===== src/hdl/src_pkg.sv =====
// ----------------------------------------------------------------------------
// src_pkg: shared types and constants for sensor reading compensation
// Request/response structs, calibration register set, pipeline constants.
// ----------------------------------------------------------------------------
`default_nettype none

package src_pkg;

   localparam int CsrIdxW  = 3;
   localparam int CsrDataW = 64;
   localparam int DivSteps = 64;
   // register stages from request capture to response register
   localparam int PipeDepth = 82;

   typedef enum logic [CsrIdxW-1:0] {
      CSR_CAL_TEMP    = 3'd0,
      CSR_CAL_PRESS_A = 3'd1,
      CSR_CAL_PRESS_B = 3'd2,
      CSR_CAL_PRESS_C = 3'd3,
      CSR_CAL_HUM     = 3'd4
   } csr_idx_type;

   localparam logic [20:0]        PressBase   = 21'd1048576;
   localparam logic signed [32:0] FineOffP    = 33'sd128000;
   localparam logic [11:0]        PressScale  = 12'd3125;
   localparam logic [63:0]        PressBias   = 64'h0000_8000_0000_0000;
   localparam logic [31:0]        FineOffH    = 32'd76800;
   localparam logic [31:0]        HumRound    = 32'd16384;
   localparam logic [31:0]        HumOffset   = 32'd32768;
   localparam logic [31:0]        HumBias     = 32'd2097152;
   localparam logic [31:0]        HumRound2   = 32'd8192;
   localparam logic [31:0]        HumMax      = 32'd419430400;
   localparam logic [31:0]        TempRound   = 32'd128;

   typedef struct packed {
      logic [19:0] raw_temp;
      logic [19:0] raw_press;
      logic [15:0] raw_hum;
   } req_type;

   typedef struct packed {
      logic signed [23:0] temperature;
      logic [31:0]        pressure;
      logic [16:0]        humidity;
   } rsp_type;

   typedef struct packed {
      logic [47:0] temp;
      logic [63:0] press_a;
      logic [63:0] press_b;
      logic [15:0] press_c;
      logic [63:0] hum;
   } cal_type;

   // temperature stage output, feeds pressure and humidity paths
   typedef struct packed {
      logic               valid;
      logic [31:0]        fine;
      logic signed [23:0] temperature;
      logic [20:0]        press_code;
      logic [15:0]        raw_hum;
   } meas_type;

   // pressure operands ready for the divider
   typedef struct packed {
      logic               valid;
      logic               neg;
      logic               zero;
      logic signed [23:0] temperature;
      logic [63:0]        num;
      logic [63:0]        den;
   } pdiv_type;

   // side data riding along the divider
   typedef struct packed {
      logic               neg;
      logic               zero;
      logic signed [23:0] temperature;
      logic [16:0]        humidity;
   } div_tag_type;

endpackage

`default_nettype wire


===== src/hdl/src_temp.sv =====
// ----------------------------------------------------------------------------
// src_temp: temperature compensation stages
// Five register stages producing the fine value and the 0.01 degC reading.
// ----------------------------------------------------------------------------
`default_nettype none

module src_temp (
   input  wire logic             clock,
   input  wire logic             reset,
   input  wire logic             in_valid,
   input  wire src_pkg::req_type in_req,
   input  wire src_pkg::cal_type cal,
   output src_pkg::meas_type     meas
);
   import src_pkg::*;

   logic [31:0] t1, t2, t3;
   logic [4:0]  valid_ff, valid_in;
   logic [31:0] apre_ff, apre_in, dlt_ff, dlt_in;
   logic [31:0] pa_ff, pa_in, dd_ff, dd_in;
   logic [31:0] a_ff, a_in, bb_ff, bb_in;
   logic [31:0] fine_ff, fine_in, fine_d_ff;
   logic [31:0] dsh, bsh, f5, fsh;
   logic signed [23:0] temp_ff, temp_in;
   logic [20:0] pcode_ff [5];
   logic [15:0] hraw_ff [5];

   assign t1 = {16'b0, cal.temp[15:0]};
   assign t2 = {{16{cal.temp[31]}}, cal.temp[31:16]};
   assign t3 = {{16{cal.temp[47]}}, cal.temp[47:32]};

   always_comb begin
      valid_in = {valid_ff[3:0], in_valid};
      apre_in  = {15'b0, in_req.raw_temp[19:3]} - {t1[30:0], 1'b0};
      dlt_in   = {16'b0, in_req.raw_temp[19:4]} - t1;
      pa_in    = apre_ff * t2;
      dd_in    = dlt_ff * dlt_ff;
      a_in     = $signed(pa_ff) >>> 11;
      dsh      = $signed(dd_ff) >>> 12;
      bb_in    = dsh * t3;
      bsh      = $signed(bb_ff) >>> 14;
      fine_in  = a_ff + bsh;
      f5       = fine_ff * 32'd5 + TempRound;
      fsh      = $signed(f5) >>> 8;
      temp_in  = fsh[23:0];
   end

   always_ff @(posedge clock) begin
      if (reset) begin
         valid_ff <= '0;
      end else begin
         valid_ff <= valid_in;
      end
   end

   always_ff @(posedge clock) begin
      apre_ff     <= apre_in;
      dlt_ff      <= dlt_in;
      pa_ff       <= pa_in;
      dd_ff       <= dd_in;
      a_ff        <= a_in;
      bb_ff       <= bb_in;
      fine_ff     <= fine_in;
      fine_d_ff   <= fine_ff;
      temp_ff     <= temp_in;
      pcode_ff[0] <= PressBase - {1'b0, in_req.raw_press};
      hraw_ff[0]  <= in_req.raw_hum;
      for (int i = 1; i < 5; i++) begin
         pcode_ff[i] <= pcode_ff[i-1];
         hraw_ff[i]  <= hraw_ff[i-1];
      end
   end

   assign meas.valid       = valid_ff[4];
   assign meas.fine        = fine_d_ff;
   assign meas.temperature = temp_ff;
   assign meas.press_code  = pcode_ff[4];
   assign meas.raw_hum     = hraw_ff[4];

endmodule

`default_nettype wire


===== config.mk =====
export PLATFORM = sky130hd
export DESIGN_NAME = src_temp
export DESIGN_NICKNAME = d
export VERILOG_FILES = /design/src/hdl/src_pkg.sv /design/src/hdl/src_temp.sv
export SDC_FILE = /design/constraint.sdc
export NUM_CORES = 2
export LEC_CHECK = 0
export ABC_AREA = 1
export BUFFER_PORTS_ARGS = -buffer_cell sky130_fd_sc_hd__clkbuf_2
export CAP_MARGIN = 20
export CELL_PAD_IN_SITES_DETAIL_PLACEMENT = 0
export CELL_PAD_IN_SITES_GLOBAL_PLACEMENT = 1
export CORE_ASPECT_RATIO = 1.2
export CORE_UTILIZATION = 49
export CTS_BUF_LIST = sky130_fd_sc_hd__clkbuf_8
export CTS_CLUSTER_DIAMETER = 150
export DETAILED_ROUTE_END_ITERATION = 7
export PLACE_DENSITY_LB_ADDON = 0.2
export SETUP_SLACK_MARGIN = 0.05
export SLEW_MARGIN = 20
export SYNTH_ARGS = -nofsm -noshare
export SYNTH_HDL_FRONTEND = slang
export SYNTH_SLANG_ARGS = --single-unit

===== constraint.sdc =====
create_clock -name clock -period 9.4 [get_ports clock]
set_input_delay 0 -clock clock [delete_from_list [all_inputs] [get_ports clock]]
set_output_delay 0 -clock clock [all_outputs]
set_load 0.005 [all_outputs]

==> qor.json <==
{
  "timing": {
    "fmax_achieved_mhz": 152,
    "timing.final.ws_setup_ps": 2800,
    "finalCritPeriodShare": 0.702,
    "final-max-slew-violation-count": 0,
    "slew_headroom": 0.216,
    "hold_viol_final": 0,
    "worstMarginPinSlew_ps": 1170,
    "grt_setup_unrepaired": "false",
    "worst_clock_skew_ps": 31.5,
    "totalNegativeSetupSlack_ps": 0,
    "post-route-min-period_ps": 6600,
    "timing.final.setup_violations": 0,
    "whs_ps": 72.4
  },
  "synth": {
    "synth.area.mux_share": 0,
    "synth_area_in_compound_gates": 0.0408,
    "synth_top_area_cell": "fa_1",
    "synth_edf_count": 0,
    "synth_seq_area_share": 0.162,
    "synthTopCellsByCount": "inv_1 (1542), nand2_1 (1186), fa_1 (818)",
    "largest_family_of_logic_cells_by_synthesized_area": "adder cells",
    "synth_area_sq_mm": 0.0440,
    "syn_warnings": 0,
    "synth_xor_area_frac": 0.0261,
    "synthesis.instances": 5338,
    "post_synth_num_cell_types": 49,
    "synth_async_sr_flop_share": 0,
    "avgSynthCellArea_sq_um": 8.24,
    "yosys.area.top_type_share": 0.372,
    "synth.net_count": 6810,
    "total_of_flip_flops_plus_latches_after_synthesis": 356,
    "synth_most_common_cell": "inv_1",
    "ys_dominant_reg_cell": "dfxtp_1",
    "synth.top_cells.by_area": "fa_1 (37%), dfxtp_1 (16%), inv_1 (13%)",
    "synth-adder-area-share": 0.469,
    "post_synth_and_or_nand_nor_area_fraction": 0.148
  },
  "worst_setup_path": {
    "worst-setup-path-type": "register to register",
    "crit_buf_inv": 2,
    "worst_path_max_delay_cell": "dfxtp_1",
    "critical_path.max_stage_delay_ps": 1100,
    "worst-r2r-setup-slack_ps": 2800,
    "critical_path.startpoint": "apre_ff[6]",
    "timing.critical_path.to_type": "register",
    "timing.critical_path.mode_cell": "fa_1",
    "worst_path_dominant_cell_family": "adder cells",
    "worst_setup_path_start_kind": "register",
    "crit_path_cell_count": 18,
    "timing.critical_path.cells": "buf_4, nand2_1, fa_1, fa_1, inv_1, fa_1, fa_1, fa_1, fa_1, ha_1, a21oi_1, o21bai_1, a21oi_1, o21ai_0, a21oi_1, nand2_1, nand2_1, nand2_1",
    "crit_arrival_ps": 7150,
    "crit-reg2reg-launch": "apre_ff[6]",
    "biggest_fanout_along_the_worst_timing_path": 19,
    "cp.required_ps": 9960,
    "reg2reg_capture_point": "dd_ff[30]",
    "timing.critical_path.to": "dd_ff[30]",
    "worst_r2r_path_depth": 18
  },
  "cts": {
    "cts_clock_pin_slew_for_the_worst_setup_and_hold_paths_ps": 60,
    "cts_max_level": 2,
    "cts_buffer_depth": 3,
    "clock_latency_ps": 660,
    "clock_tree_from_tritoncts": "yes",
    "post_cts.repair.setup_buffers": 0,
    "cts-buffers-inserted": 56,
    "cts_root_buf": "clkbuf_8",
    "clock_sinks": 356
  },
  "routing": {
    "antenna_violating_nets_post_route": 0,
    "detail_route.vias_per_cell": 4.81,
    "firstDrtPassIters": 6,
    "route.detailed.drc": 0,
    "routedWlPerCell_microns": 15.5,
    "route.vias.total": 32400,
    "drt-initial-drc-count": 1350,
    "totalWireLength_mm": 104
  },
  "finish": {
    "design.final.nets": 7012,
    "area_growth_pct": 9.55,
    "drive_above_1_share": 0.0632
  },
  "grt": {
    "first_global_vias": 34700,
    "grt_overflow_total": 0,
    "antenna_found_initial": 2,
    "grt_start_max_net_pins": 36,
    "track_usage": 0.242,
    "first_pass_grt_wire_length_mm": 174
  },
  "die": {
    "fp.dieArea_sq_mm": 0.0910,
    "die_h_microns": 330,
    "placeable_core_area_sq_mm": 0.0890,
    "fp.dieW_microns": 275,
    "start_util": 0.494,
    "placement_rows": 120,
    "boundary_pins": 409
  },
  "run_status": {
    "outcome": "completed"
  },
  "hold_path": {
    "holdCritPathClass": "primary input to register"
  },
  "place": {
    "detailed_place_hpwl_mm": 82.6,
    "port-buffer-count": 197,
    "dp_slack_ps": 2800,
    "place_congestion": 0.875
  },
  "run": {
    "cap_viol_max_count": 0
  }
}
==> flip-flops by register name, summed over array words and instances, names as in the netlist, 20 cells and up <==
register   flops
pcode_ff     105
fine_d_ff     22
fine_ff       22
pa_ff         21
temp_ff       24
a_ff          21
dd_ff         20
hraw_ff       80
==> cell type report <==
class	instances	area (sq um)
inverter	1546	5800
timing repair buffer	347	2430
clock inverter	34	353
antenna	2	5.00
fill	8588	40900
clock buffer	67	922
multi-input combinational	3233	30100
tap	1159	1450
sequential	356	7130
==> layout by cell type, fill, tap and decap left out, drive strengths merged, types with 16 or more instances in the layout <==
cell type / n
inv: 1554
nand2: 1192
fa: 818
dfxtp: 356
ha: 339
clkbuf: 264
nor2: 228
a21oi: 154
dlygate4sd3: 126
nand3: 122
xor2: 96
o21ai: 90
xnor2: 35
nand4: 24
buf: 24
nor3: 22
a21o: 18
clkinv: 16
==> metal layers <==
metal	part of all wire	GRT usage	vias to the layer above
met4	0.024	0.0615	2
met1	0.41	0.299	16000
met2	0.52	0.445	596
li1	-	-	15700
met3	0.039	0.0260	133
met5	0.000096	0	-
==> what timing repair did <==
item | in CTS | in global routing
setup endpoints to repair | 0 | 0
hold endpoints to repair | 60 | 0
gates resized for setup | 0 | 0
hold buffers | 126 | 0
==> how the worst min path moves through the flow <==
| stage | from | to | cells past startpoint |
|---|---|---|---|
| global placement | in_req[15] | hraw_ff[0][15] | 1 |
| detailed placement | in_req[6] | hraw_ff[0][6] | 1 |
| finish | cal[218] | apre_ff[17] | 6 |
| CTS | cal[215] | apre_ff[17] | 6 |
| global route | reset | valid_ff[2] | 3 |
| floorplan | in_req[39] | apre_ff[0] | 0 |
==> tightest hold or removal path, cell delays in order <==
cell and delay (ps):
clkbuf_2 80, inv_1 40, ha_1 130, nand2_1 70, nor2_1 220, a31oi_1 140
==> logic make-up after synthesis <==
| group | count (synthesis) |
|---|---|
| compound gates | 318 |
| xor+xnor | 131 |
| fa+ha+maj | 1157 |
| buf+inv | 1749 |
| flops | 356 |
| simple gates | 1627 |
==> through the flow <==
step | utilization | cells | area, sq um
2_1_floorplan | - | 5338 | 44000
3_3_place_gp | 0.513 | 6515 | 45600
3_5_place_dp | 0.513 | 6515 | 45600
4_1_cts | 0.541 | 6742 | 48200
5_1_grt | 0.541 | 6743 | 48200
6_report | 0.541 | 6744 | 48200
Power is left out: the tool's default activity adds up to more than one toggle a clock period on the data nets, which glitch-free logic cannot reach.
